==> src/rtl/core/tsg_pkg.sv <==
// ----------------------------------------------------------------------------
// tsg_pkg
// Shared types, codes and constants of the triangle span generator.
// ----------------------------------------------------------------------------
package tsg_pkg;

    localparam int FIELD_BITS      = 12;  // width of vertex and span ports
    localparam int COORD_BITS_DEF  = 12;  // default internal coordinate width
    localparam int NUM_EDGES       = 3;

    typedef logic [1:0] edge_idx_t;

    // Edge indexes: (A,B), (A,C), (C,B)
    localparam edge_idx_t EDGE_AB = 2'd0;
    localparam edge_idx_t EDGE_AC = 2'd1;
    localparam edge_idx_t EDGE_CB = 2'd2;

    // Operation codes
    localparam logic OP_LOAD = 1'b0;
    localparam logic OP_NEXT = 1'b1;

    // Bresenham octant codes
    typedef logic [1:0] octant_t;
    localparam octant_t OCT_X_RIGHT = 2'd0;
    localparam octant_t OCT_Y_RIGHT = 2'd1;
    localparam octant_t OCT_Y_LEFT  = 2'd2;
    localparam octant_t OCT_X_LEFT  = 2'd3;

    // Controller to datapath commands
    typedef struct packed {
        logic load;         // set up the three walkers from the vertex ports
        logic select;       // pick long/short edges, emit the load result
        logic capture_old;  // remember long edge row
        logic adv_long;     // one step of the long edge
        logic pick;         // choose the active short edge
        logic adv_short;    // one step of the active short edge
        logic emit_span;    // emit a span result
        logic emit_empty;   // emit a no-span result
    } dp_cmd_t;

    // Datapath to controller status
    typedef struct packed {
        logic long_done;     // long edge at or past its last row
        logic long_moved;    // long edge row differs from captured row
        logic short_behind;  // active short edge above long edge row
    } dp_status_t;

    function automatic edge_idx_t edge_next(input edge_idx_t e);
        edge_idx_t r;
        case (e)
            EDGE_AB: r = EDGE_AC;
            EDGE_AC: r = EDGE_CB;
            default: r = EDGE_AB;
        endcase
        return r;
    endfunction

endpackage

==> src/rtl/core/tsg_datapath.sv <==
// ----------------------------------------------------------------------------
// tsg_datapath
// Walker registers, edge setup, shared Bresenham step unit, result registers.
// ----------------------------------------------------------------------------
module tsg_datapath #(
    parameter int COORD_BITS = tsg_pkg::COORD_BITS_DEF
) (
    input  logic                             clk,
    input  logic                             rst_n,
    input  tsg_pkg::dp_cmd_t                 cmd,
    output tsg_pkg::dp_status_t              status,
    input  logic [tsg_pkg::FIELD_BITS-1:0]   vertex_a_x,
    input  logic [tsg_pkg::FIELD_BITS-1:0]   vertex_a_y,
    input  logic [tsg_pkg::FIELD_BITS-1:0]   vertex_b_x,
    input  logic [tsg_pkg::FIELD_BITS-1:0]   vertex_b_y,
    input  logic [tsg_pkg::FIELD_BITS-1:0]   vertex_c_x,
    input  logic [tsg_pkg::FIELD_BITS-1:0]   vertex_c_y,
    output logic                             result_valid,
    output logic                             span_valid,
    output logic                             span_done,
    output logic [tsg_pkg::FIELD_BITS-1:0]   span_row,
    output logic [tsg_pkg::FIELD_BITS-1:0]   span_x_start,
    output logic [tsg_pkg::FIELD_BITS-1:0]   span_x_end,
    output logic                             span_zero_width
);
    import tsg_pkg::*;

    localparam int XW = COORD_BITS + 1;  // walker position
    localparam int DW = COORD_BITS + 3;  // decision / diagonal increment
    localparam int EW = COORD_BITS + 2;  // straight increment

    typedef logic [COORD_BITS-1:0] coord_t;

    logic signed [XW-1:0] walker_x_reg         [NUM_EDGES];
    logic signed [XW-1:0] walker_y_reg         [NUM_EDGES];
    coord_t               walker_y_begin_reg   [NUM_EDGES];
    coord_t               walker_y_end_reg     [NUM_EDGES];
    logic signed [DW-1:0] walker_decision_reg  [NUM_EDGES];
    logic        [EW-1:0] walker_step_even_reg [NUM_EDGES];
    logic signed [DW-1:0] walker_step_diag_reg [NUM_EDGES];
    octant_t              walker_octant_reg    [NUM_EDGES];
    edge_idx_t            long_edge_sel_reg;
    edge_idx_t            short_first_sel_reg;
    edge_idx_t            short_second_sel_reg;
    edge_idx_t            short_active_reg;
    logic signed [XW-1:0] old_y_reg;

    logic                 result_valid_reg, span_valid_reg, span_done_reg, span_zero_width_reg;
    logic [FIELD_BITS-1:0] span_row_reg, span_x_start_reg, span_x_end_reg;

    // edge setup, all edges in parallel
    coord_t               px1 [NUM_EDGES];
    coord_t               py1 [NUM_EDGES];
    coord_t               px2 [NUM_EDGES];
    coord_t               py2 [NUM_EDGES];
    logic signed [XW-1:0] su_x    [NUM_EDGES];
    coord_t               su_yb   [NUM_EDGES];
    coord_t               su_ye   [NUM_EDGES];
    logic signed [DW-1:0] su_dec  [NUM_EDGES];
    logic        [EW-1:0] su_se   [NUM_EDGES];
    logic signed [DW-1:0] su_sd   [NUM_EDGES];
    octant_t              su_oct  [NUM_EDGES];

    always_comb
    begin
        coord_t               xb, yb, xe, ye, dy, adx, dmaj, dmin;
        logic signed [XW-1:0] dx;
        octant_t              oct;
        px1[EDGE_AB] = coord_t'(vertex_a_x); py1[EDGE_AB] = coord_t'(vertex_a_y);
        px2[EDGE_AB] = coord_t'(vertex_b_x); py2[EDGE_AB] = coord_t'(vertex_b_y);
        px1[EDGE_AC] = coord_t'(vertex_a_x); py1[EDGE_AC] = coord_t'(vertex_a_y);
        px2[EDGE_AC] = coord_t'(vertex_c_x); py2[EDGE_AC] = coord_t'(vertex_c_y);
        px1[EDGE_CB] = coord_t'(vertex_c_x); py1[EDGE_CB] = coord_t'(vertex_c_y);
        px2[EDGE_CB] = coord_t'(vertex_b_x); py2[EDGE_CB] = coord_t'(vertex_b_y);
        for (int e = 0; e < NUM_EDGES; e++)
        begin
            // start at the smaller y; on equal y at the second vertex
            if (py1[e] < py2[e])
            begin
                xb = px1[e]; yb = py1[e]; xe = px2[e]; ye = py2[e];
            end
            else
            begin
                xb = px2[e]; yb = py2[e]; xe = px1[e]; ye = py1[e];
            end
            dx  = $signed({1'b0, xe}) - $signed({1'b0, xb});
            dy  = ye - yb;
            adx = dx[XW-1] ? coord_t'(-dx) : coord_t'(dx);
            if (!dx[XW-1])
                oct = (dy > adx) ? OCT_Y_RIGHT : OCT_X_RIGHT;
            else
                oct = (dy > adx) ? OCT_Y_LEFT : OCT_X_LEFT;
            if (oct == OCT_Y_RIGHT || oct == OCT_Y_LEFT)
            begin
                dmaj = dy;  dmin = adx;
            end
            else
            begin
                dmaj = adx; dmin = dy;
            end
            su_x[e]   = $signed({1'b0, xb});
            su_yb[e]  = yb;
            su_ye[e]  = ye;
            su_oct[e] = oct;
            su_se[e]  = {1'b0, dmin, 1'b0};
            su_dec[e] = $signed({2'b00, dmin, 1'b0}) - $signed({3'b000, dmaj});
            su_sd[e]  = $signed({2'b00, dmin, 1'b0}) - $signed({2'b00, dmaj, 1'b0});
        end
    end

    // ---------------- long / short edge pick ----------------
    edge_idx_t sel_long, sel_p, sel_q;
    coord_t    sel_best;

    always_comb
    begin
        coord_t len;
        sel_long = EDGE_AB;
        sel_best = '0;
        for (int e = 0; e < NUM_EDGES; e++)
        begin
            len = walker_y_end_reg[e] - walker_y_begin_reg[e];
            if (len > sel_best)
            begin
                sel_best = len;
                sel_long = edge_idx_t'(e);
            end
        end
        sel_p = edge_next(sel_long);
        sel_q = edge_next(sel_p);
    end

    // ---------------- status ----------------
    logic signed [XW-1:0] long_y, short_y;
    assign long_y  = walker_y_reg[long_edge_sel_reg];
    assign short_y = walker_y_reg[short_active_reg];

    assign status.long_done =
        long_y >= $signed({1'b0, walker_y_end_reg[long_edge_sel_reg]});
    assign status.long_moved   = long_y != old_y_reg;
    assign status.short_behind = long_y > short_y;

    logic pick_first;
    assign pick_first = long_y <= $signed({1'b0, walker_y_end_reg[short_first_sel_reg]});

    // ---------------- shared step unit ----------------
    edge_idx_t            adv_idx;
    logic signed [XW-1:0] adv_x, adv_y;
    logic signed [DW-1:0] adv_dec;
    logic                 adv_diag;

    assign adv_idx = cmd.adv_long ? long_edge_sel_reg : short_active_reg;

    always_comb
    begin
        adv_x    = walker_x_reg[adv_idx];
        adv_y    = walker_y_reg[adv_idx];
        adv_diag = !walker_decision_reg[adv_idx][DW-1];
        case (walker_octant_reg[adv_idx])
            OCT_X_RIGHT:
            begin
                adv_x = adv_x + XW'(1);
                if (adv_diag) adv_y = adv_y + XW'(1);
            end
            OCT_Y_RIGHT:
            begin
                adv_y = adv_y + XW'(1);
                if (adv_diag) adv_x = adv_x + XW'(1);
            end
            OCT_Y_LEFT:
            begin
                adv_y = adv_y + XW'(1);
                if (adv_diag) adv_x = adv_x - XW'(1);
            end
            default:
            begin
                adv_x = adv_x - XW'(1);
                if (adv_diag) adv_y = adv_y + XW'(1);
            end
        endcase
        adv_dec = walker_decision_reg[adv_idx] +
                  (adv_diag ? walker_step_diag_reg[adv_idx]
                            : $signed({1'b0, walker_step_even_reg[adv_idx]}));
    end

    // ---------------- span ends ----------------
    logic signed [XW-1:0] sx, lx, span_a, span_b;
    assign sx     = walker_x_reg[short_active_reg];
    assign lx     = walker_x_reg[long_edge_sel_reg];
    assign span_a = (sx > lx) ? lx : sx;
    assign span_b = (sx > lx) ? sx : lx;

    // ---------------- registers ----------------
    always_ff @(posedge clk or negedge rst_n)
    begin
        if (!rst_n)
        begin
            for (int e = 0; e < NUM_EDGES; e++)
            begin
                walker_x_reg[e]         <= '0;
                walker_y_reg[e]         <= '0;
                walker_y_begin_reg[e]   <= '0;
                walker_y_end_reg[e]     <= '0;
                walker_decision_reg[e]  <= '0;
                walker_step_even_reg[e] <= '0;
                walker_step_diag_reg[e] <= '0;
                walker_octant_reg[e]    <= OCT_X_RIGHT;
            end
            long_edge_sel_reg    <= EDGE_AB;
            short_first_sel_reg  <= EDGE_AB;
            short_second_sel_reg <= EDGE_AB;
            short_active_reg     <= EDGE_AB;
            old_y_reg            <= '0;
        end
        else
        begin
            if (cmd.load)
            begin
                for (int e = 0; e < NUM_EDGES; e++)
                begin
                    walker_x_reg[e]         <= su_x[e];
                    walker_y_reg[e]         <= $signed({1'b0, su_yb[e]});
                    walker_y_begin_reg[e]   <= su_yb[e];
                    walker_y_end_reg[e]     <= su_ye[e];
                    walker_decision_reg[e]  <= su_dec[e];
                    walker_step_even_reg[e] <= su_se[e];
                    walker_step_diag_reg[e] <= su_sd[e];
                    walker_octant_reg[e]    <= su_oct[e];
                end
            end
            if (cmd.select)
            begin
                long_edge_sel_reg <= sel_long;
                if (walker_y_begin_reg[sel_p] > walker_y_begin_reg[sel_q])
                begin
                    short_first_sel_reg  <= sel_q;
                    short_second_sel_reg <= sel_p;
                end
                else
                begin
                    short_first_sel_reg  <= sel_p;
                    short_second_sel_reg <= sel_q;
                end
            end
            if (cmd.adv_long || cmd.adv_short)
            begin
                walker_x_reg[adv_idx]        <= adv_x;
                walker_y_reg[adv_idx]        <= adv_y;
                walker_decision_reg[adv_idx] <= adv_dec;
            end
            if (cmd.capture_old)
                old_y_reg <= long_y;
            if (cmd.pick)
                short_active_reg <= pick_first ? short_first_sel_reg : short_second_sel_reg;
        end
    end

    always_ff @(posedge clk or negedge rst_n)
    begin
        if (!rst_n)
            result_valid_reg <= 1'b0;
        else
            result_valid_reg <= cmd.select || cmd.emit_span || cmd.emit_empty;
    end

    always_ff @(posedge clk)
    begin
        if (cmd.select || cmd.emit_empty)
        begin
            span_valid_reg      <= 1'b0;
            span_done_reg       <= cmd.emit_empty || (sel_best == '0);
            span_row_reg        <= '0;
            span_x_start_reg    <= '0;
            span_x_end_reg      <= '0;
            span_zero_width_reg <= 1'b0;
        end
        else if (cmd.emit_span)
        begin
            span_valid_reg      <= 1'b1;
            span_done_reg       <= status.long_done;
            span_row_reg        <= FIELD_BITS'(long_y);
            span_x_start_reg    <= FIELD_BITS'(span_a);
            span_x_end_reg      <= FIELD_BITS'(span_b);
            span_zero_width_reg <= span_a == span_b;
        end
    end

    assign result_valid    = result_valid_reg;
    assign span_valid      = span_valid_reg;
    assign span_done       = span_done_reg;
    assign span_row        = span_row_reg;
    assign span_x_start    = span_x_start_reg;
    assign span_x_end      = span_x_end_reg;
    assign span_zero_width = span_zero_width_reg;

endmodule

==> src/rtl/core/tsg_ctrl.sv <==
// ----------------------------------------------------------------------------
// tsg_ctrl
// Sequencer: load/select, then per request long-edge and short-edge stepping or an empty result.
// ----------------------------------------------------------------------------
module tsg_ctrl (
    input  logic                clk,
    input  logic                rst_n,
    input  logic                start,
    input  logic                op,
    output logic                busy,
    output tsg_pkg::dp_cmd_t    cmd,
    input  tsg_pkg::dp_status_t status
);
    import tsg_pkg::*;

    typedef enum logic [5:0] {
        ST_IDLE   = 6'b000001,
        ST_SELECT = 6'b000010,
        ST_CHECK  = 6'b000100,
        ST_LONG   = 6'b001000,
        ST_PICK   = 6'b010000,
        ST_SHORT  = 6'b100000
    } state_t;

    state_t state_reg, state_next;

    always_comb
    begin
        cmd        = '0;
        state_next = state_reg;
        unique case (state_reg)
            ST_IDLE:
            begin
                if (start)
                begin
                    if (op == OP_LOAD)
                    begin
                        cmd.load   = 1'b1;
                        state_next = ST_SELECT;
                    end
                    else
                        state_next = ST_CHECK;
                end
            end
            ST_SELECT:
            begin
                cmd.select = 1'b1;
                state_next = ST_IDLE;
            end
            ST_CHECK:
            begin
                if (status.long_done)
                begin
                    cmd.emit_empty = 1'b1;
                    state_next     = ST_IDLE;
                end
                else
                begin
                    cmd.capture_old = 1'b1;
                    state_next      = ST_LONG;
                end
            end
            ST_LONG:
            begin
                if (status.long_moved)
                    state_next = ST_PICK;
                else
                    cmd.adv_long = 1'b1;
            end
            ST_PICK:
            begin
                cmd.pick   = 1'b1;
                state_next = ST_SHORT;
            end
            ST_SHORT:
            begin
                if (status.short_behind)
                    cmd.adv_short = 1'b1;
                else
                begin
                    cmd.emit_span = 1'b1;
                    state_next    = ST_IDLE;
                end
            end
            default: state_next = ST_IDLE;
        endcase
    end

    always_ff @(posedge clk or negedge rst_n)
    begin
        if (!rst_n)
            state_reg <= ST_IDLE;
        else
            state_reg <= state_next;
    end

    assign busy = state_reg != ST_IDLE;

endmodule

==> src/rtl/core/triangle_span_generator.sv <==
// ----------------------------------------------------------------------------
// triangle_span_generator
// Bresenham scanline walker: loads a triangle, returns one span per request.
// ----------------------------------------------------------------------------
//  channel   handshake            payload
//  command   start & !busy        op, vertex_{a,b,c}_{x,y}
//  result    result_valid (1 cyc) span_valid, span_done, span_row,
//                                 span_x_start, span_x_end, span_zero_width
//
//  Load sets up the three walkers, then selects the long and short edges.
//  Next span: the long edge steps until its row changes, then the active short
//    edge steps up to that row; one Bresenham step per cycle in a single shared
//    step unit, so x-major edges take one step per pixel column. A request on a
//    finished triangle returns an empty result without stepping.
//  The result strobe is registered and appears in the same cycle as busy drops.
//  rst_n clears the walkers to an empty triangle; the receiver cannot stall.
// ----------------------------------------------------------------------------
module triangle_span_generator #(
    parameter int COORD_BITS = tsg_pkg::COORD_BITS_DEF
) (
    input  logic                           clk,
    input  logic                           rst_n,
    input  logic                           start,
    output logic                           busy,
    input  logic                           op,
    input  logic [tsg_pkg::FIELD_BITS-1:0] vertex_a_x,
    input  logic [tsg_pkg::FIELD_BITS-1:0] vertex_a_y,
    input  logic [tsg_pkg::FIELD_BITS-1:0] vertex_b_x,
    input  logic [tsg_pkg::FIELD_BITS-1:0] vertex_b_y,
    input  logic [tsg_pkg::FIELD_BITS-1:0] vertex_c_x,
    input  logic [tsg_pkg::FIELD_BITS-1:0] vertex_c_y,
    output logic                           result_valid,
    output logic                           span_valid,
    output logic                           span_done,
    output logic [tsg_pkg::FIELD_BITS-1:0] span_row,
    output logic [tsg_pkg::FIELD_BITS-1:0] span_x_start,
    output logic [tsg_pkg::FIELD_BITS-1:0] span_x_end,
    output logic                           span_zero_width
);
    import tsg_pkg::*;

    dp_cmd_t    cmd;
    dp_status_t status;

    // sequencer: one transfer in flight at a time
    tsg_ctrl u_ctrl (
        .clk    (clk),
        .rst_n  (rst_n),
        .start  (start),
        .op     (op),
        .busy   (busy),
        .cmd    (cmd),
        .status (status)
    );

    // walkers, step unit and result registers
    tsg_datapath #(
        .COORD_BITS (COORD_BITS)
    ) u_datapath (
        .clk             (clk),
        .rst_n           (rst_n),
        .cmd             (cmd),
        .status          (status),
        .vertex_a_x      (vertex_a_x),
        .vertex_a_y      (vertex_a_y),
        .vertex_b_x      (vertex_b_x),
        .vertex_b_y      (vertex_b_y),
        .vertex_c_x      (vertex_c_x),
        .vertex_c_y      (vertex_c_y),
        .result_valid    (result_valid),
        .span_valid      (span_valid),
        .span_done       (span_done),
        .span_row        (span_row),
        .span_x_start    (span_x_start),
        .span_x_end      (span_x_end),
        .span_zero_width (span_zero_width)
    );

    // accepted command always makes the block busy next cycle
    a_start_busy: assert property (@(posedge clk) disable iff (!rst_n)
        (start && !busy) |=> busy)
        else $error("accepted transfer did not start work");

    // every finished command delivers a result as busy drops
    a_done_result: assert property (@(posedge clk) disable iff (!rst_n)
        $fell(busy) |-> result_valid)
        else $error("command finished without a result");

    // result strobe only while the sequencer is idle
    a_result_idle: assert property (@(posedge clk) disable iff (!rst_n)
        result_valid |-> !busy)
        else $error("result strobe while still busy");

    // zero-width flag only on a real span
    a_zero_span: assert property (@(posedge clk) disable iff (!rst_n)
        (result_valid && span_zero_width) |-> span_valid)
        else $error("zero width flagged without a span");

endmodule
==> config.mk <==
export PLATFORM = sky130hd
export DESIGN_NAME = triangle_span_generator
export DESIGN_NICKNAME = d
export VERILOG_FILES = /design/src/rtl/core/tsg_pkg.sv /design/src/rtl/core/tsg_datapath.sv /design/src/rtl/core/tsg_ctrl.sv /design/src/rtl/core/triangle_span_generator.sv
export SDC_FILE = /design/constraint.sdc
export NUM_CORES = 2
export LEC_CHECK = 0
export ABC_CLOCK_PERIOD_IN_PS = 23000
export BUFFER_PORTS_ARGS = -buffer_cell sky130_fd_sc_hd__buf_2
export CORE_MARGIN = 1
export CORE_UTILIZATION = 45
export DETAILED_ROUTE_END_ITERATION = 8
export GPL_TIMING_DRIVEN = 0
export PLACE_DENSITY = 0.72
export SYNTH_ARGS = -nofsm -noshare
export SYNTH_HDL_FRONTEND = slang
export SYNTH_SLANG_ARGS = --single-unit
==> constraint.sdc <==
create_clock -name clk -period 23 [get_ports clk]
set_clock_uncertainty 0.05 [all_clocks]
set_input_delay 6.9 -clock clk [delete_from_list [all_inputs] [get_ports clk]]
set_output_delay 6.9 -clock clk [all_outputs]
set_load 0.03 [all_outputs]
Word level (Yosys, flattened, before mapping):

Cells that the tools add are included.

* flip-flop bits (word level): 349
* output and inout port bits: 41

* add/subtract/negate cells: 22
* magnitude comparators: 21
* equal/unequal tests: 22
* multiplexer cells: 126
* bitwise operators: 6
* reduce and logical (&&, ||, !) cells: 16

Operators with widths (count)
* 12-bit two-way mux: 32
* 13-bit two-way mux: 19
* 13-bit binary-select mux with 2-bit select: 6
* 39-bit two-way mux: 4
* 12-bit binary-select mux with 2-bit select: 4
* 15-bit two-way mux: 6
* 45-bit two-way mux: 2
* 39-bit bitwise mux: 2
* 12-bit > comparator: 6
* 12-bit subtractor: 6
* 15-bit binary-select mux with 2-bit select: 2
* 45-bit bitwise mux: 1
* 13-bit by 12-bit subtractor with 14-bit output: 3
* 13-bit by 13-bit subtractor with 14-bit output: 3
* 13-bit case mux with 3 select lines: 1
* 12-bit by 12-bit subtractor with 13-bit output: 3
* 12-bit < comparator: 3
* 12-bit negation: 3
* 15-bit demux with 2-bit select: 1
* 6-bit case mux with 5 select lines: 1
* 14-bit binary-select mux with 2-bit select: 1
* 14-bit two-way mux: 2
* 13-bit by 2-bit adder with 13-bit output, second input constant: 2
* 13-bit demux with 2-bit select: 1
* 35 further kinds: 99

Longest topological paths before layout:

* depth after elaboration: 17
* depth in mapped cells: 49

Hierarchy:

Synthesis repeated with hierarchy kept, for this count alone.

* cell total of the unflattened synthesis: 4710
* area total of the unflattened synthesis: 35980.8 um2

Modules (own cells, without submodules)
* tsg_datapath: times used 1, cells each 4666, area each 35576.6 um2, seq. area each 8172.8 um2
* tsg_ctrl: times used 1, cells each 44, area each 404.1 um2, seq. area each 151.4 um2

Worst setup path before layout:

No wires, ideal clock.

* kind: input to register
* start: in vertex_b_y[8] in the netlist's numbering
* end: reg u_datapath.walker_decision_reg[42] in the netlist's numbering
* setup time: 0.135 ns
* data arrival time: 16.128 ns
* required time: 22.815 ns
* path slack: 6.687 ns
* cell stages on the path: 46
* buffers on the path: 8
* path through: inv_1 -> ha_1 -> clkbuf_2 -> nand4_1 -> a2111o_1 -> nand3_1 -> buf_4 -> clkbuf_1 -> buf_1 -> nor2_1 -> a21oi_1 -> ha_1 -> inv_1 -> a31o_2 -> a2111oi_0 -> a311oi_1 -> a21o_1 -> a21oi_1 -> [10 not listed] -> o21ai_2 -> buf_6 -> buf_6 -> buf_2 -> buf_1 -> o21ai_0 -> fa_1 -> inv_1 -> a21oi_1 -> maj3_1 -> mux2_2 -> maj3_1 -> a221oi_1 -> nor2_1 -> o21ai_1 -> nor2_1 -> a41oi_1 -> o211ai_1

* cells in the longest elaborated chain, start to end: 15

RTL lines
* from (decl): RTL line triangle_span_generator.sv:29 `input logic [tsg_pkg::FIELD_BITS-1:0] vertex_b_y,`
* 12-bit < comparator: RTL line tsg_datapath.sv:78 `if (py1[e] < py2[e])`
* 12-bit two-way mux: RTL line tsg_datapath.sv:78
* 12-bit by 12-bit subtractor with 13-bit output: RTL line tsg_datapath.sv:86 `dx = $signed({1'b0, xe}) - $signed({1'b0, xb});`
* 12-bit negation: RTL line tsg_datapath.sv:88 `adx = dx[XW-1] ? coord_t'(-dx) : coord_t'(dx);`
* 12-bit two-way mux: RTL line tsg_datapath.sv:88
* 12-bit > comparator: RTL line tsg_datapath.sv:90, tsg_datapath.sv:92
* 1-bit two-way mux, on equally long branches: RTL line tsg_datapath.sv:90, tsg_datapath.sv:92
* 2-bit two-way mux: RTL line tsg_datapath.sv:89 `if (!dx[XW-1])`
* 2-bit by 1-bit equality test with 1-bit output or 2-bit equality test (tied branches): RTL line tsg_datapath.sv:93 `if (oct == OCT_Y_RIGHT || oct == OCT_Y_LEFT)`
* 1-bit logical OR: RTL line tsg_datapath.sv:93
* 12-bit two-way mux: RTL line tsg_datapath.sv:93
* 13-bit by 12-bit subtractor with 14-bit output *: RTL line tsg_datapath.sv:106 `su_dec[e] = $signed({2'b00, dmin, 1'b0}) - $signed({3'b000, dmaj});`
* 45-bit two-way mux *: RTL line tsg_datapath.sv:217 `if (cmd.load)`
* 45-bit bitwise mux: RTL line tsg_datapath.sv:249 `walker_decision_reg[adv_idx] <= adv_dec;`
* 45-bit two-way mux *: RTL line tsg_datapath.sv:245 `if (cmd.adv_long || cmd.adv_short)`
* to (signal, indexed assignment): RTL line tsg_datapath.sv:225 `walker_decision_reg[e] <= su_dec[e];`
* to (signal, indexed assignment): RTL line tsg_datapath.sv:249
* to (decl): RTL line tsg_datapath.sv:38 `logic signed [DW-1:0] walker_decision_reg [NUM_EDGES];`

Mark *: on every way between the ends. The rest lies on a longest branch, timed or not.
A chain may end at the register's enable or synchronous reset.

Worst setup path in the final report:

* start: in vertex_b_y[3] in the netlist's numbering
* end: reg u_datapath.walker_decision_reg[40] in the netlist's numbering

Same word-level chain as after synthesis.

==> results by group <==
Status
  • Status: completed

Finish
  • Layout cells sized above 1: 6.59%
  • Final core occ: 50.2%
  • Max reg flops: 42
  • Post-route cell area: 0.0383 mm2
  • Synth-to-layout area growth: 9.72%
  • Layout fillers: 7668
  • Nets: 5106

STA
  • Rel. slew slack: 4.74%
  • Final hold viol count: 0
  • Final Setup Violations: 0
  • RSZ-0062 raised after global routing: no
  • Fmax: 52.4 MHz
  • Setup TNS: 0 ps
  • Max Slew Vio Count: 0
  • Worst-Margin Slew: 1410 ps
  • Tmin final: 19090 ps
  • Period utilization: 83.0%

Floorplan
  • Starting density of the core: 45.8%
  • Die height: 281 um
  • Rows: 101
  • Die width: 281 um
  • Core ar.: 0.0763 mm2
  • # IOs: 117
  • Die area: 0.0788 mm2

Global routing
  • GRT Total Usage: 39.0%
  • Initial antenna violation count: 11
  • Vias in the first global route: 34.7k
  • First-pass GRT wire length: 229000 um
  • GRT overflow: 0
  • Pin count of the biggest net entering global routing: 119

Place
  • Number of port buffers: 99
  • Routability congestion estimate: 1.08
  • Estimated wirelength of the detail-placed design: 126000 um
  • Dpl cell area: 0.0368 mm2

Synth
  • Mean Syn Cell Area: 7.52 um2
  • Synth area leaders: dfrtp_1 21%, ha_1 8.3%, nand2_1 6.9%
  • Top post-synthesis cells by count: 641 x nand2_1, 452 x o21ai_0, 378 x nor2_1, 347 x a21oi_1, 300 x dfrtp_1
  • Synth top area share: 21.5%
  • Synth Cell Area: 0.0349 mm2
  • Post-synthesis cell type count: 118
  • Ys flop type: dfrtp_1
  • Seq/Total Area, Yosys: 23.8%
  • Largest area contributor in the netlist: dfrtp_1
  • FFs w/ async S/R, synth: 88.5%
  • Synthesized Nets: 4961
  • Cells after synthesis: 4646
  • Synth Warn #: 0
  • EDFF count, synth: 1
  • Flops & latches, synth: 340
  • Most frequent cell after synthesis: nand2_1

Clock tree
  • TritonCTS Sinks: 340
  • Clock latency on the worst-skew pair: 600 ps
  • Max Root-Sink Buffers: 3
  • CTS root buf: clkbuf_16
  • Num CTS Buffers: 42
  • Hold Buf Count CTS: 0
  • H-tree levels: 2
  • # Post-CTS Setup Buffers: 0
  • Post-cts sizing count: 0
  • Clock slew at reported path FFs: 60 ps
  • CTS tree: done

Worst setup path
  • Worst Setup SP: vertex_b_y[3]
  • Slowest CP cell: a21oi_1
  • Critical path class: primary input to flop
  • Critical Path Sink Type: flop
  • Worst Path Required: 23380 ps
  • Startpoint Class: primary input
  • Slowest stage delay, CP: 840 ps
  • Logic depth of the worst path, buffers included: 46
  • CP delay by family, top: compound AO/OA/AOI/OAI gates
  • Worst Path Arrival: 19470 ps
  • Worst Reg2Reg Path Length in Cells: 32
  • WP buf/inv: 11
  • Reg2Reg Launch Point: u_datapath.long_edge_sel_reg[0]
  • Critical Path Fanout Max: 10

Min path
  • Worst Hold Class: flop to flop
  • Hold Startpoint: u_datapath.span_row[6]
  • Worst Hold Depth: 2

Job
  • Max-cap viol count: 0

Drt
  • Antenna viol nets, final: 0
  • First DRT Iteration DRCs: 4653
  • Residual DRC: 0
  • Vias after detailed routing: 37.5k
  • Routed Wire Length: 156000 um
  • Avg Vias per Cell: 6.40
  • WL/cell: 26.6 um
  • 1st-pass router iterations: 8
through the flow:
step / hold WS [ps] / worst slack, ps / std cells
2_1_floorplan: 388 / 6690 / 4646
3_3_place_gp: 392 / 3710 / 5775
3_5_place_dp: 398 / 3760 / 5777
4_1_cts: 421 / 4330 / 5855
5_1_grt: 441 / 3530 / 5862
6_report: 415 / 3910 / 5864
routing by layer:
metal / vias up / global-route usage [%] / part of all wire, %
met1: 17800 / 51.2 / 40
met4: 2 / 25.1 / 7.6
met3: 445 / 8.94 / 11
li1: 17100 / - / -
met2: 2211 / 57.4 / 41
met5: - / 0 / 0.0083
cells by family after synthesis:
kind of cell / count (synthesis) / synth area share, %
AOI/OAI and AO/OA: 1510 / 27.4
xor gates and xnor gates: 248 / 6.31
adders and majority gates: 285 / 10.0
buffers and inverters: 496 / 5.60
DFF: 340 / 23.8
muxes: 249 / 7.30
and+or+nand+nor: 1518 / 19.6
cells in the final DEF (no fill, tap or decap), types with 22 or more instances in the layout:
cell type	netlist	layout
a211oi_1	26	26
a21boi_0	40	40
a21o_1	56	56
a21oi_1	347	347
a221oi_1	25	25
a31oi_1	84	84
and2_1	29	29
and3_1	23	23
buf_1	35	35
buf_2	22	120
clkbuf_1	217	226
clkbuf_16	0	45
dfrtp_1	300	300
dfxtp_1	38	38
ha_1	233	233
inv_1	200	200
maj3_1	44	44
mux2_2	29	29
mux2i_1	216	216
nand2_1	641	641
nand2b_1	58	58
nand3_1	120	120
nand4_1	51	51
nor2_1	378	378
nor2b_1	54	54
nor3_1	56	56
nor4_1	22	22
o211ai_1	144	144
o21a_1	39	39
o21ai_0	452	452
o21ai_1	34	34
o21bai_1	28	28
o22ai_1	22	22
o31ai_1	23	23
xnor2_1	171	171
xor2_1	74	73
worst min-delay path: cells and delay by family, from the launching register on:
kind / cells / cell delay [ps]
DFF: 1 / 320
and+or+nand+nor: 1 / 60
AOI/OAI and AO/OA: 1 / 60
path summary, 6_finish.rpt:
check	end	slack, ps
worst max-delay path	u_datapath.walker_decision_reg[40]	3910
worst min-delay path	u_datapath.span_row[6]	420
worst max register to register	u_datapath.walker_decision_reg[27]	11720
worst min register to register	u_datapath.span_row[6]	420
max in group asynchronous	u_datapath.walker_step_diag_reg[21]	14960
min in group asynchronous	u_datapath.walker_y_begin_reg[5]	6260
cell type report:
type | count | area, um2 | share of cell area (%)
multi-input cells | 3810 | 24700 | 64.4
plain buffers | 289 | 1180 | 3.08
clock inverters | 20 | 297 | 0.774
flip-flops and latches | 340 | 8320 | 21.7
clock buffers | 58 | 1210 | 3.17
diodes | 9 | 22.5 | 0.0588
inverters | 207 | 777 | 2.03
well taps | 1030 | 1290 | 3.36
repair buffers | 101 | 561 | 1.46
Power is left out: the tool's default activity adds up to more than one toggle a clock period on the data nets, which glitch-free logic cannot reach.
